### config.mk
export PLATFORM = sky130hd
export DESIGN_NAME = ewr_div
export DESIGN_NICKNAME = d
export VERILOG_FILES = /design/src/rtl/encoder_window_rpm_macros.svh /design/src/rtl/ewr_pkg.sv /design/src/rtl/ewr_div.sv
export SDC_FILE = /design/constraint.sdc
export NUM_CORES = 1
export LEC_CHECK = 0
export BUFFER_PORTS_ARGS = -buffer_cell sky130_fd_sc_hd__buf_2
export CORE_UTILIZATION = 45
export CTS_BUF_LIST = sky130_fd_sc_hd__clkbuf_8
export DETAILED_ROUTE_END_ITERATION = 10
export PLACE_DENSITY = 0.71
export RECOVER_POWER = 100
export SLEW_MARGIN = 20
export SYNTH_ARGS = -nofsm -noshare
export SYNTH_HDL_FRONTEND = slang
export SYNTH_SLANG_ARGS = --single-unit
### constraint.sdc
create_clock -name i_clk -period 8.9 [get_ports i_clk]
set_input_delay 1.335 -clock i_clk [delete_from_list [all_inputs] [get_ports i_clk]]
set_output_delay 1.335 -clock i_clk [all_outputs]
set_load 0.01 [all_outputs]
### src/rtl/encoder_window_rpm_macros.svh
// Assertion macros for the encoder window speed block.
// Included by the modules that carry concurrent assertions; no other dependencies.
`ifndef ENCODER_WINDOW_RPM_MACROS_SVH
`define ENCODER_WINDOW_RPM_MACROS_SVH
`ifndef SYNTHESIS
`define EWR_ASSERT(label, clk, rst_n, prop) \
    label: assert property (@(posedge clk) disable iff (!rst_n) prop) \
        else $error("encoder_window_rpm: assertion failed");
`define EWR_ASSERT_NEXT(label, clk, rst_n, ante, cons) \
    label: assert property (@(posedge clk) disable iff (!rst_n) (ante) |=> (cons)) \
        else $error("encoder_window_rpm: assertion failed");
`else
`define EWR_ASSERT(label, clk, rst_n, prop)
`define EWR_ASSERT_NEXT(label, clk, rst_n, ante, cons)
`endif
`endif

### src/rtl/ewr_pkg.sv
// Shared constants, types and widths of the encoder window speed block.
// Used by ewr_ring, ewr_div and encoder_window_rpm; depends on nothing.
`timescale 1ns / 1ps

package ewr_pkg;

    localparam int DEPTH    = 32;
    localparam int CHANNELS = 4;

    localparam int CH_W    = 2;
    localparam int ANGLE_W = 12;
    localparam int TS_W    = 48;
    localparam int RPM_W   = 32;
    localparam int MINS_W  = 6;

    localparam int CHI_W = (CHANNELS > 1) ? $clog2(CHANNELS) : 1;
    localparam int PTR_W = $clog2(DEPTH);
    localparam int CNT_W = $clog2(DEPTH + 1);

    localparam int TURN_COUNTS = 4096;
    localparam int HALF_TURN   = 2048;
    localparam int RPM_SCALE   = 234375;
    localparam int SCALE_W     = 18;

    localparam int D_W    = ANGLE_W + 2;
    localparam int TOT_W  = $clog2((DEPTH - 1) * HALF_TURN + 1) + 1;
    localparam int MAG_W  = TOT_W - 1;
    localparam int PROD_W = MAG_W + SCALE_W;
    localparam int SAT_W  = (PROD_W > RPM_W + 1) ? PROD_W : RPM_W + 1;
    localparam int STEP_W = $clog2(PROD_W + 1);

    localparam logic signed [D_W-1:0] D_HALF = D_W'(HALF_TURN);
    localparam logic signed [D_W-1:0] D_TURN = D_W'(TURN_COUNTS);

    localparam logic [MINS_W-1:0] MIN_SAMPLES_RST = MINS_W'(10);

    localparam logic signed [RPM_W-1:0] RPM_MAX = 32'sh7FFF_FFFF;
    localparam logic signed [RPM_W-1:0] RPM_MIN = 32'sh8000_0000;

    localparam logic OP_SAMPLE = 1'b0;
    localparam logic OP_QUERY  = 1'b1;

    typedef struct packed {
        logic [PTR_W-1:0] wp;
        logic             full;
    } t_ring_stat;

    typedef struct packed {
        logic busy;
        logic done;
    } t_div_stat;

endpackage

### src/rtl/ewr_div.sv
// Shared restoring divider that produces one quotient bit per cycle.
// Depends on ewr_pkg.
`timescale 1ns / 1ps

module ewr_div (
    input  logic                       i_clk,
    input  logic                       i_rst_n,
    input  logic                       i_start,
    input  logic [ewr_pkg::PROD_W-1:0] i_dividend,
    input  logic [ewr_pkg::TS_W-1:0]   i_divisor,
    output ewr_pkg::t_div_stat         o_stat,
    output logic [ewr_pkg::PROD_W-1:0] o_quotient
);
    import ewr_pkg::*;

    logic              r_busy;
    logic              r_done;
    logic [STEP_W-1:0] r_step;
    logic [PROD_W-1:0] r_quo;
    logic [TS_W-1:0]   r_rem;
    logic [TS_W-1:0]   r_dsr;

    logic [TS_W:0]   w_rem_sh;
    logic [TS_W+1:0] w_diff;
    logic            w_ge;

    assign w_rem_sh = {r_rem, r_quo[PROD_W-1]};
    assign w_diff   = {1'b0, w_rem_sh} - {2'b00, r_dsr};
    assign w_ge     = !w_diff[TS_W+1];

    always_ff @(posedge i_clk) begin
        if (!i_rst_n) begin
            r_busy <= 1'b0;
            r_done <= 1'b0;
            r_step <= '0;
        end else begin
            r_done <= 1'b0;
            if (i_start) begin
                r_busy <= 1'b1;
                r_step <= '0;
            end else if (r_busy) begin
                r_step <= r_step + STEP_W'(1);
                if (r_step == STEP_W'(PROD_W - 1)) begin
                    r_busy <= 1'b0;
                    r_done <= 1'b1;
                end
            end
        end
    end

    always_ff @(posedge i_clk) begin
        if (i_start) begin
            r_quo <= i_dividend;
            r_rem <= '0;
            r_dsr <= i_divisor;
        end else if (r_busy) begin
            r_quo <= {r_quo[PROD_W-2:0], w_ge};
            r_rem <= w_ge ? w_diff[TS_W-1:0] : w_rem_sh[TS_W-1:0];
        end
    end

    assign o_stat.busy = r_busy;
    assign o_stat.done = r_done;
    assign o_quotient  = r_quo;

endmodule

# After elaboration in Yosys (flattened, before gate mapping)
# Index checks and enable logic that the tools add are counted.
[totals]
mem_bits_rw = 0
memories = 0
input_bits = 85
elab_cells = 22
rom_bits = 0
reg_bits = 138
output_inout_bits = 36
latch_bits = 0
[classes]
bitwise_logic = 2
div_mod_pow = 0
n_mul = 0
n_addsub = 2
shifts = 0
mux = 7
eq_ne = 1
reduce_logical = 4
order_cmp = 0
[op_table]
columns = ["cell", "count"]
rows = [
  ["two-way mux 34 bit", 2],
  ["subtractor 49 x 48 -> 50 bit", 1],
  ["two-way mux 48 bit", 1],
  ["adder 6 x 1 -> 6 bit (second input constant)", 1],
  ["equality test 6 bit (second input constant)", 1],
  ["two-way mux 1 bit", 4],
  ["OR reduction 3 bit", 1],
  ["inverter 1 bit", 2],
  ["nonzero test 2 bit", 1],
  ["OR reduction 2 bit", 1],
  ["logical NOT 1 bit", 1],
]

# Longest topological paths before layout
# Gate-level depths: netlist of the first run.
[logic_depth]
ltp_word = 4
mapped_depth = 15
mapped_depth_nobuf = 13

# Worst setup path after synthesis of the first run
# Ideal clock, no wire load.
[synth_path]
kind = "register to register"
start = "register r_dsr[27]"
end = "register r_rem[10]"
path_stages_with_launch = 15
path_slack_ns = 5.900
synth_period_minus_slack_ns = 3.000
arrival_time_ns = 2.921
t_required_ns = 8.821
path_buffers = 3
path_cell_list = "edfxtp_1 > inv_1 > ha_1 > buf_2 > nand4_2 > or4_4 > or3_1 > o221ai_2 > o221ai_2 > and2_4 > buf_6 > buf_6 > nor3_2 > a21oi_1 > a211oi_2"
[synth_between]
elab_chain_cells = 2
[synth_rtl]
columns = ["item", "line", "text"]
rows = [
  ["from (decl)", "ewr_div.sv:21", "logic [TS_W-1:0] r_dsr;"],
  ["from (signal assigned)", "ewr_div.sv:55", "r_dsr <= i_divisor;"],
  ["subtractor 49 x 48 -> 50 bit", "ewr_div.sv:28", "assign w_diff = {1'b0, w_rem_sh} - {2'b00, r_dsr};"],
  ["two-way mux 48 bit", "ewr_div.sv:58", "r_rem <= w_ge ? w_diff[TS_W-1:0] : w_rem_sh[TS_W-1:0];"],
  ["to (signal assigned)", "ewr_div.sv:58", ""],
  ["to (decl)", "ewr_div.sv:20", "logic [TS_W-1:0] r_rem;"],
]
# No other way between the ends.
# A chain may end at the register's enable or synchronous reset.

# Final worst setup path of the first run
[layout_path]
start = "input i_start"
end = "register r_quo[8] (netlist: o_quotient[8]) (enable)"
[layout_between]
elab_chain_cells = 1
[layout_rtl]
columns = ["item", "line", "text"]
rows = [
  ["from (decl)", "ewr_div.sv:8", "input logic i_start,"],
  ["nonzero test 2 bit (no source line)", "n/a", ""],
  ["to (signal assigned)", "ewr_div.sv:53", "r_quo <= i_dividend;"],
  ["to (signal assigned)", "ewr_div.sv:57", "r_quo <= {r_quo[PROD_W-2:0], w_ge};"],
  ["to (decl)", "ewr_div.sv:19", "logic [PROD_W-1:0] r_quo;"],
]
# No other way between the ends.

==> results of run 1 <==
## power groups by stage
stage	combinational (mW)	sequential, mW	clock (mW)
after floorplan	0.273	0.777	0
after global placement	0.374	0.773	0
after detailed placement	0.378	0.775	0
after CTS	0.380	0.761	0.580
after global routing	0.421	0.768	0.604
final	0.377	0.762	0.564
## Yosys cell counts (3+ instances only)
cell type | n | share of area (%)
a311oi_1 | 30 | 3.2
buf_4 | 3 | 0.28
a221oi_1 | 3 | 0.32
nand4_1 | 12 | 0.93
mux2_2 | 34 | 4.7
nor3_1 | 11 | 0.68
nand2b_1 | 5 | 0.39
xnor2_1 | 27 | 2.9
buf_2 | 10 | 0.62
a21oi_1 | 64 | 3.9
o21ai_0 | 47 | 2.9
xor2_1 | 19 | 2.1
inv_1 | 65 | 3.0
nor2_1 | 75 | 3.5
ha_1 | 50 | 7.7
o211ai_1 | 7 | 0.65
o21a_1 | 6 | 0.56
clkbuf_1 | 24 | 1.1
nand3_1 | 8 | 0.49
a211o_1 | 3 | 0.32
or3_1 | 3 | 0.23
a21o_1 | 20 | 1.9
a211oi_1 | 3 | 0.28
and3_1 | 8 | 0.62
o41ai_1 | 4 | 0.43
dfxtp_1 | 56 | 14
o21bai_1 | 6 | 0.56
edfxtp_1 | 82 | 30
nor2b_1 | 8 | 0.62
nand2_1 | 117 | 5.4
a31oi_1 | 10 | 0.77
## registers in the layout, summed over array words and instances (netlist names)
name / flops
r_busy: 1
o_quotient: 34
r_step: 6
r_rem: 48
r_done: 1
r_dsr: 48
## metal layers
layer  share of wire [%]  up-vias  wire length, um  GRT usage [%]
met5                   0        -                0              0
met4                 1.1        0              191           5.12
met1                  47     3084             8500           26.7
met2                  47      169             8390           32.7
li1                    -     3313                -              -
met3                 4.9       18              872           4.77
## worst max-delay path, delay by kind of cell
kind / cells / cell delay [ns]
buffers and inverters: 3 / 3.01
and+or+nand+nor: 1 / 1.39
## final timing paths
path	from	slack, ns	cells past startpoint	endpoint
max	i_start	3.22	4	o_quotient[8]
min	r_rem[29]	0.48	2	r_rem[29]
max reg2reg	r_dsr[30]	4.17	11	r_rem[30]
min reg2reg	r_rem[29]	0.48	2	r_rem[29]
## kinds of logic (layout without fill, tap and decap cells)
| kind of cell | after synthesis | after routing | synth area share [%] |
|---|---|---|---|
| adders and majority gates | 51 | 51 | 7.96 |
| AOI/OAI and AO/OA | 225 | 225 | 18.4 |
| and+or+nand+nor | 260 | 260 | 14.2 |
| xor gates and xnor gates | 46 | 46 | 4.97 |
| muxes | 35 | 35 | 4.84 |
| buffers and inverters | 107 | 221 | 5.44 |
| DFF | 138 | 138 | 44.2 |
## layout make-up
type	count	area, sq um	area share (%)
Inverter	65	244	2.65
Tap cell	225	282	3.06
Clock inverter	15	196	2.13
Timing Repair Buffer	124	579	6.30
Multi-Input combinational cell	617	4080	44.4
Sequential cell	138	3580	38.9
Clock buffer	17	234	2.54
## metrics by stage
step	instance area, sq um	utilization, %
6_report	9200	52.6
5_1_grt	9200	52.6
4_1_cts	9260	53.0
3_5_place_dp	8830	50.5
3_3_place_gp	8830	50.5
2_1_floorplan	8110	-
==> impl_metrics.py, run 1 <==
metrics = {
    "status": {
        "outcome": "finished with violations",
        "violations": "capacitance limit, slew limit",
    },
    "worst_setup_path": {
        "crit_path_end_kind": "flop",
        "worstSetupStartpointType": "primary input",
        "critPathKind": "in -> reg",
        "slowest_delay_ns": 2.35,
        "crit_arrival_ns": 5.80,
        "worstPathCellList": "clkbuf_1 > nor2_1 > inv_1 > buf_4",
        "crit_slowest_cell": "clkbuf_1",
        "cp_max_fo": 66,
        "crit_required_ns": 9.02,
    },
    "synthesis": {
        "yosysWarnings": 0,
        "ys_seq_area_share_pct": 44.2,
        "synthDistinctLibCells": 64,
        "syn-num-nets": 998,
        "avgSynthCellArea_sq_um": 9.41,
        "synth_ff_type": "edfxtp_1",
        "synthesis.area_sq_mm": 0.00811,
        "synth_seq_cells": 138,
        "synth-edff-count": 82,
        "syn_inst": 862,
        "synthArstFlopShare_pct": 0,
    },
    "drt": {
        "routedWlPerCell_um": 14.9,
        "vias": 6584,
        "via_per_inst": 5.48,
        "drc": 0,
        "dr.pass1.iters": 5,
        "drtIter0Drc": 438,
        "wirelength_um": 18000,
        "ant_nets": 0,
    },
    "clock_tree": {
        "cts_tree": "done",
        "holdBufCountCts": 0,
        "cts_buffers": 17,
        "cts_sinks": 138,
        "cts.path.max_buffers": 2,
        "h-tree-depth": 4,
        "cts_resized": 0,
        "post-cts-setup-buffers": 0,
        "clkLatencyLatePin_ns": 0.48,
        "clockRootBuffer": "clkbuf_8",
        "clk_pin_slew_ns": 0.08,
    },
    "power_and_ir_drop": {
        "switchingPower_uw": 550,
        "power_density_mw_per_mm2": 185,
        "p_seq_share_pct": 44.7,
        "ir_drop_v": 0.000127,
        "p_int_mw": 1.15,
        "leakagePower_nw": 3.81,
        "combPwrFrac_pct": 22.1,
        "p_sw_share_pct": 32.3,
        "pwr-share-clk_pct": 33.1,
        "p_total_mw": 1.70,
    },
    "layout": {
        "area_delta_synth_final_pct": 13.4,
        "final_common_cell": "nand2_1",
        "layout_common_cells": "nand2_1, buf_2, edfxtp_1",
        "fin_cells": 1201,
        "diodes": 0,
        "n_fill_cell": 1639,
        "nets": 1099,
        "layout-drive-gt1-share_pct": 16.3,
    },
    "sta": {
        "finalCriticalPeriod_ns": 5.68,
        "fin_ws_ns": 3.22,
        "hold_viol": 0,
        "worstMarginPinSlew_ns": 3.42,
        "post-route-period-util_pct": 63.8,
        "setup_tns_ns": 0,
        "fmax_mhz": 176,
        "clock-skew-final_ns": 0.0164,
        "relSlewSlack_pct": -128,
        "hold_ws_ns": 0.484,
        "finalSetupViolations": 0,
        "rsz0062_at_grt": "false",
        "drv_slew": 123,
    },
    "floorplan": {
        "dieHeight_um": 136,
        "rows": 48,
        "io_pins": 121,
        "die_area_sq_mm": 0.0186,
        "start_util_pct": 46.4,
        "core_area_sq_mm": 0.0175,
        "die_w_um": 136,
    },
    "min_path": {
        "hp-class": "reg -> reg",
    },
    "global_route": {
        "grt_max_degree": 73,
        "overflow": 0,
        "grt_pass1_wl_um": 29400,
        "grt_antenna_before_repair": 0,
        "grt_pass1_vias": 6149,
        "track_usage_pct": 20.1,
    },
    "flow_run": {
        "drv_cap": 3,
    },
    "place": {
        "place_ws_ns": 5.35,
        "dp_hpwl_um": 12700,
        "placed_cells": 1169,
        "gp_congestion": 0.873,
        "io_buffers": 120,
    },
}
Note: power is estimated with default switching activity, not from simulation.
==> run 2, diff against run 1 <==
==> constraint.sdc (replaced) <==
create_clock -name i_clk -period 5.7 [get_ports i_clk]
set_input_delay 0.855 -clock i_clk [delete_from_list [all_inputs] [get_ports i_clk]]
set_output_delay 0.855 -clock i_clk [all_outputs]
set_load 0.01 [all_outputs]
==> run 2 against run 1 <==
Net effect:
- the run still ends with capacitance limit, slew limit left
- global-route usage grew 0.13 points
- clock power increased by 45%
- setup slack got worse by 2.1 ns
- hold slack worse by 0.0016 ns
- combinational power up 55%
- design area is 0.26% lower
- flip-flop and latch count unchanged
- first-iteration DRC count increased by 2.5%
- clock skew up 0.00056 ns
==> impl_metrics.py, run 2 (synthesized netlist as in run 1, its figures left out) <==
metrics = {
    "worst_setup_path": {
        "critPathKind": "reg -> reg",
        "worstPathCellList": "inv_1 > ha_1 > nand4_1 > or4_1 > or3_1 > o221ai_2 > o221ai_1 > nand2_1 > clkbuf_1 > nand3_1 > or3b_1 > a21oi_1",
        "cp_max_fo": 20,
        "reg2reg_depth": 12,
        "critPathBufInv": 2,
        "slowest_delay_ns": 0.81,
        "crit_family": "simple AND/OR/NAND/NOR gates",
        "r2r_setup_slack_ns": 1.10,
        "crit_required_ns": 6.09,
        "worstSetupStartpointType": "flop",
        "crit_slowest_cell": "clkbuf_1",
        "crit_arrival_ns": 4.99,
        "crit_path_end_kind": "flop",
        "path_depth": 12,
    },
    "sta": {
        "post-route-period-util_pct": 80.7,
        "drv_slew": 158,
        "clock-skew-final_ns": 0.0170,
        "relSlewSlack_pct": -81.1,
        "worstMarginPinSlew_ns": 2.72,
        "setup_tns_ns": 0,
        "finalCriticalPeriod_ns": 4.60,
        "hold_ws_ns": 0.482,
        "hold_viol": 0,
        "rsz0062_at_grt": "false",
        "fmax_mhz": 217,
        "fin_ws_ns": 1.10,
        "finalSetupViolations": 0,
    },
    "floorplan": {
        "dieHeight_um": 136,
        "core_area_sq_mm": 0.0175,
        "start_util_pct": 46.4,
        "die_w_um": 136,
        "io_pins": 121,
        "die_area_sq_mm": 0.0186,
        "rows": 48,
    },
    "drt": {
        "drc": 0,
        "dr.pass1.iters": 4,
        "ant_nets": 0,
        "drtIter0Drc": 449,
        "wirelength_um": 18100,
        "via_per_inst": 5.47,
        "routedWlPerCell_um": 15.1,
        "vias": 6578,
    },
    "layout": {
        "fin_util_pct": 52.5,
        "fin_cells": 1202,
        "area_delta_synth_final_pct": 13.1,
        "final_common_cell": "nand2_1",
        "multi_input_area_sq_mm": 0.00406,
        "n_fill_cell": 1657,
        "diodes": 0,
        "layout_common_cells": "nand2_1, edfxtp_1, buf_2",
        "nets": 1100,
        "seqCellArea_sq_mm": 0.00358,
        "layout-drive-gt1-share_pct": 15.8,
        "fin_area_sq_mm": 0.00918,
    },
    "power_and_ir_drop": {
        "power_density_mw_per_mm2": 283,
        "leakagePower_nw": 3.79,
        "ir_drop_v": 0.000169,
        "p_total_mw": 2.59,
        "p_int_mw": 1.72,
        "pwr-share-clk_pct": 31.6,
        "p_sw_share_pct": 33.5,
        "p_seq_share_pct": 45.8,
        "switchingPower_uw": 870,
        "combPwrFrac_pct": 22.6,
    },
    "clock_tree": {
        "clk_pin_slew_ns": 0.09,
        "clockRootBuffer": "clkbuf_8",
        "post-cts-setup-buffers": 0,
        "cts_tree": "done",
        "holdBufCountCts": 0,
        "cts_resized": 0,
        "cts_sinks": 138,
        "cts_buffers": 17,
        "cts.path.max_buffers": 2,
        "h-tree-depth": 4,
        "clkLatencyLatePin_ns": 0.47,
    },
    "place": {
        "dp_hpwl_um": 12700,
        "gp_congestion": 0.849,
        "io_buffers": 120,
        "dpl-instance-area_sq_mm": 0.00884,
        "place_ws_ns": 1.68,
        "placed_cells": 1170,
    },
    "global_route": {
        "grt_pass1_vias": 6198,
        "track_usage_pct": 20.2,
        "grt_max_degree": 74,
        "grt_antenna_before_repair": 0,
        "grt_pass1_wl_um": 29700,
        "overflow": 0,
    },
    "status": {
        "violations": "capacitance limit, slew limit",
        "outcome": "finished with violations",
    },
    "flow_run": {
        "drv_cap": 4,
    },
    "min_path": {
        "hp-class": "reg -> reg",
        "min_path_cells": 2,
    },
}
run 2: area by class of cell:
| class | instances | share of cell area, % |
|---|---|---|
| clock buffer | 17 | 2.55 |
| tap | 225 | 3.07 |
| clock inverter | 15 | 2.06 |
| timing repair buffer | 125 | 6.34 |
| sequential | 138 | 39.0 |
| inverter | 65 | 2.66 |
| multi-input combinational | 617 | 44.3 |
run 2: power groups by stage:
stage / combinational (mW) / sequential, mW / clock, mW
finish: 0.586 / 1.19 / 0.819
global route: 0.655 / 1.20 / 0.881
CTS: 0.594 / 1.19 / 0.842
detailed placement: 0.590 / 1.21 / 0
global placement: 0.583 / 1.21 / 0
floorplan: 0.427 / 1.21 / 0
run 2: tightest hold or removal path: cells and delay by family, from the launching register on:
family	cells	cell delay, ns
AOI/OAI and AO/OA	1	0.06
and+or+nand+nor	1	0.05
DFF	1	0.33
run 2: path summary, 6_finish.rpt:
check                           startpoint         to
worst max register to register   r_dsr[30]  r_rem[43]
worst min register to register   r_rem[25]  r_rem[25]
worst min-delay path             r_rem[25]  r_rem[25]
worst max-delay path             r_dsr[30]  r_rem[43]
run 2: routing by layer:
layer / vias up / global-route usage, % / wire length, um
li1: 3323 / - / -
met1: 3080 / 27.7 / 8550
met2: 163 / 32.5 / 8480
met3: 12 / 4.29 / 917
met4: 0 / 4.88 / 138
met5: - / 0 / 0
==> run 3, diff against run 2 <==
--- a/config.mk
+++ b/config.mk
@@ -5,11 +5,12 @@
 export SDC_FILE = /design/constraint.sdc
 export NUM_CORES = 1
 export LEC_CHECK = 0
+export ABC_AREA = 1
 export BUFFER_PORTS_ARGS = -buffer_cell sky130_fd_sc_hd__buf_2
 export CORE_UTILIZATION = 45
 export CTS_BUF_LIST = sky130_fd_sc_hd__clkbuf_8
 export DETAILED_ROUTE_END_ITERATION = 10
-export PLACE_DENSITY = 0.71
+export PLACE_DENSITY = 0.73
 export RECOVER_POWER = 100
 export SLEW_MARGIN = 20
 export SYNTH_ARGS = -nofsm -noshare
==> constraint.sdc (replaced) <==
create_clock -name i_clk -period 4 [get_ports i_clk]
set_input_delay 0.6 -clock i_clk [delete_from_list [all_inputs] [get_ports i_clk]]
set_output_delay 0.6 -clock i_clk [all_outputs]
set_load 0.01 [all_outputs]
==> run 3 against run 2 <==
Net effect:
- the run still ends with capacitance limit, slew limit left
- critical path type unchanged
- wire length grew 45%
- critical path depth grew 1
- total power grew 28%
- clock power grew 55%
- largest power group unchanged
==> impl_metrics.py, run 3 <==
metrics = {
    "status": {
        "outcome": "finished with violations",
        "violations": "capacitance limit, slew limit",
    },
    "floorplan": {
        "io_pins": 121,
        "start_util_pct": 45.8,
        "core_area_sq_mm": 0.0218,
        "dieHeight_um": 151,
        "die_area_sq_mm": 0.0228,
        "die_w_um": 151,
        "rows": 54,
    },
    "global_route": {
        "grt_pass1_wl_um": 43700,
        "grt_max_degree": 53,
        "grt_antenna_before_repair": 0,
        "grt_pass1_vias": 8981,
        "track_usage_pct": 24.7,
        "overflow": 0,
    },
    "min_path": {
        "hp-class": "in -> reg",
        "worstHoldStart": "i_divisor[10]",
    },
    "sta": {
        "setup_tns_ns": 0,
        "hold_ws_ns": 0.297,
        "fmax_mhz": 301,
        "clock-skew-final_ns": 0.0191,
        "worstMarginPinSlew_ns": 2.30,
        "finalSetupViolations": 0,
        "post-route-period-util_pct": 83.0,
        "drv_slew": 105,
        "fin_ws_ns": 0.681,
        "finalCriticalPeriod_ns": 3.32,
        "hold_viol": 0,
        "rsz0062_at_grt": "false",
        "relSlewSlack_pct": -53.3,
    },
    "drt": {
        "wirelength_um": 26200,
        "ant_nets": 0,
        "via_per_inst": 4.86,
        "drtIter0Drc": 533,
        "routedWlPerCell_um": 13.5,
        "dr.pass1.iters": 5,
        "drc": 0,
        "vias": 9442,
    },
    "synthesis": {
        "synthMostInstantiatedCell": "nand2_1",
        "synthTopCellsByCount": "nand2_1, inv_1, nand3_1",
        "synth_ff_type": "edfxtp_1",
        "syn_inst": 1538,
        "syn-num-nets": 1674,
        "synth_seq_cells": 138,
        "synth-edff-count": 82,
        "synthArstFlopShare_pct": 0,
        "yosys-top-cells-area": "edfxtp_1, nand2_1, inv_1",
        "netlist.area_leader.share_pct": 24.6,
        "yosysTopAreaCell": "edfxtp_1",
        "ys_seq_area_share_pct": 35.9,
        "avgSynthCellArea_sq_um": 6.50,
        "synthDistinctLibCells": 40,
        "yosysWarnings": 0,
        "synthesis.area_sq_mm": 0.00999,
    },
    "clock_tree": {
        "clkLatencyLatePin_ns": 0.48,
        "post-cts-setup-buffers": 0,
        "cts_tree": "done",
        "holdBufCountCts": 0,
        "cts_buffers": 17,
        "cts.path.max_buffers": 2,
        "clk_pin_slew_ns": 0.10,
        "cts_sinks": 138,
        "cts_resized": 0,
        "clockRootBuffer": "clkbuf_8",
        "h-tree-depth": 4,
    },
    "layout": {
        "layout_common_cells": "nand2_1, inv_1, nand3_1",
        "area_delta_synth_final_pct": 11.7,
        "diodes": 0,
        "layout-drive-gt1-share_pct": 8.13,
        "nets": 1784,
        "final_common_cell": "nand2_1",
        "multi_input_area_sq_mm": 0.00501,
        "n_fill_cell": 2305,
        "seqCellArea_sq_mm": 0.00358,
        "fin_util_pct": 51.1,
    },
    "power_and_ir_drop": {
        "power_density_mw_per_mm2": 297,
        "leakagePower_nw": 6.16,
        "ir_drop_v": 0.000199,
        "p_total_mw": 3.31,
    },
    "worst_setup_path": {
        "critPathKind": "reg -> reg",
        "crit_arrival_ns": 3.59,
        "slowest_delay_ns": 0.91,
        "crit_slowest_cell": "clkbuf_2",
        "cp_max_fo": 49,
        "crit_top_cell": "nand2_1",
        "crit_path_end_kind": "flop",
        "crit_required_ns": 4.27,
        "worstPathCellList": "inv_1 > ha_1 > nand2_1 > inv_1 > a21oi_1 > nand2_1 > nand2_1 > nand2_1 > a21oi_1 > clkbuf_2 > nand3_1 > nand3_1 > o21ai_0",
        "reg2reg_from": "r_dsr[23]",
        "crit_start": "r_dsr[23]",
        "worstSetupStartpointType": "flop",
    },
    "place": {
        "io_buffers": 120,
        "gp_congestion": 0.955,
        "place_ws_ns": 0.891,
        "dp_hpwl_um": 20000,
    },
    "flow_run": {
        "drv_cap": 2,
    },
}
==> run 3: cell types whose count changed after synthesis, sizes merged, moves of 9 or more <==
cell	previous run	this run
o21ai	47	21
nand2	117	636
nor2	75	101
clkbuf	25	9
nand3b	0	27
inv	65	313
a311oi	30	0
a31oi	10	1
a21o	20	2
xor2	19	1
a21oi	64	34
nand3	8	117
mux2	34	0
==> run 3: area by class of cell <==
cell class                 count  area share [%]
multi-input combinational   1052            44.9
sequential                   138            32.1
inverter                     314            10.6
timing repair buffer         125            5.39
tap                          280            3.14
clock buffer                  17            2.10
clock inverter                15            1.76
==> run 3: worst paths after layout <==
check              end  slack [ns]  cells after the start
min          r_dsr[10]        0.30                      1
max reg2reg   r_rem[2]        0.68                     13
max           r_rem[2]        0.68                     13
min reg2reg  r_rem[26]        0.48                      2
==> run 3: stage by stage <==
step | area, sq um | instances
floorplan | 9990 | 1538
CTS | 11200 | 1940
finish | 11200 | 1941
global route | 11200 | 1941
global placement | 10800 | 1908
detailed placement | 10800 | 1908
==> run 3: logic make-up (layout without fill, tap and decap cells) <==
logic type / after synthesis / count (layout) / share of synthesized area, %
compound gates: 66 / 66 / 3.68
xor+xnor: 23 / 23 / 2.02
fa+ha+maj: 51 / 51 / 6.46
simple gates: 912 / 912 / 38.0
buf+inv: 348 / 471 / 13.9
flops: 138 / 138 / 35.9
==> run 3: worst max-delay path, delay by kind of cell (launching register included) <==
family / cells / cell delay [ns]
DFF: 1 / 0.38
adders and majority gates: 1 / 0.27
AOI/OAI and AO/OA: 3 / 0.64
buffers and inverters: 3 / 1.07
and+or+nand+nor: 6 / 0.76
==> run 3: where the power goes <==
part | switching [mW] | leakage (nW) | internal [mW] | total, mW
Clock | 0.676 | 0.220 | 0.594 | 1.27
Sequential | 0.0349 | 1.27 | 1.60 | 1.63
Combinational | 0.268 | 4.67 | 0.143 | 0.411
Total | 0.979 | 6.16 | 2.33 | 3.31
==> run 3: routing by layer <==
metal | wire length [um] | share of wire (%) | track usage, % | up-vias
met1 | 12200 | 47 | 32.3 | 4214
li1 | - | - | - | 4913
met3 | 1700 | 6.5 | 4.97 | 47
met5 | 0 | 0 | 0 | -
met4 | 629 | 2.4 | 8.50 | 0
met2 | 11700 | 45 | 40.2 | 268
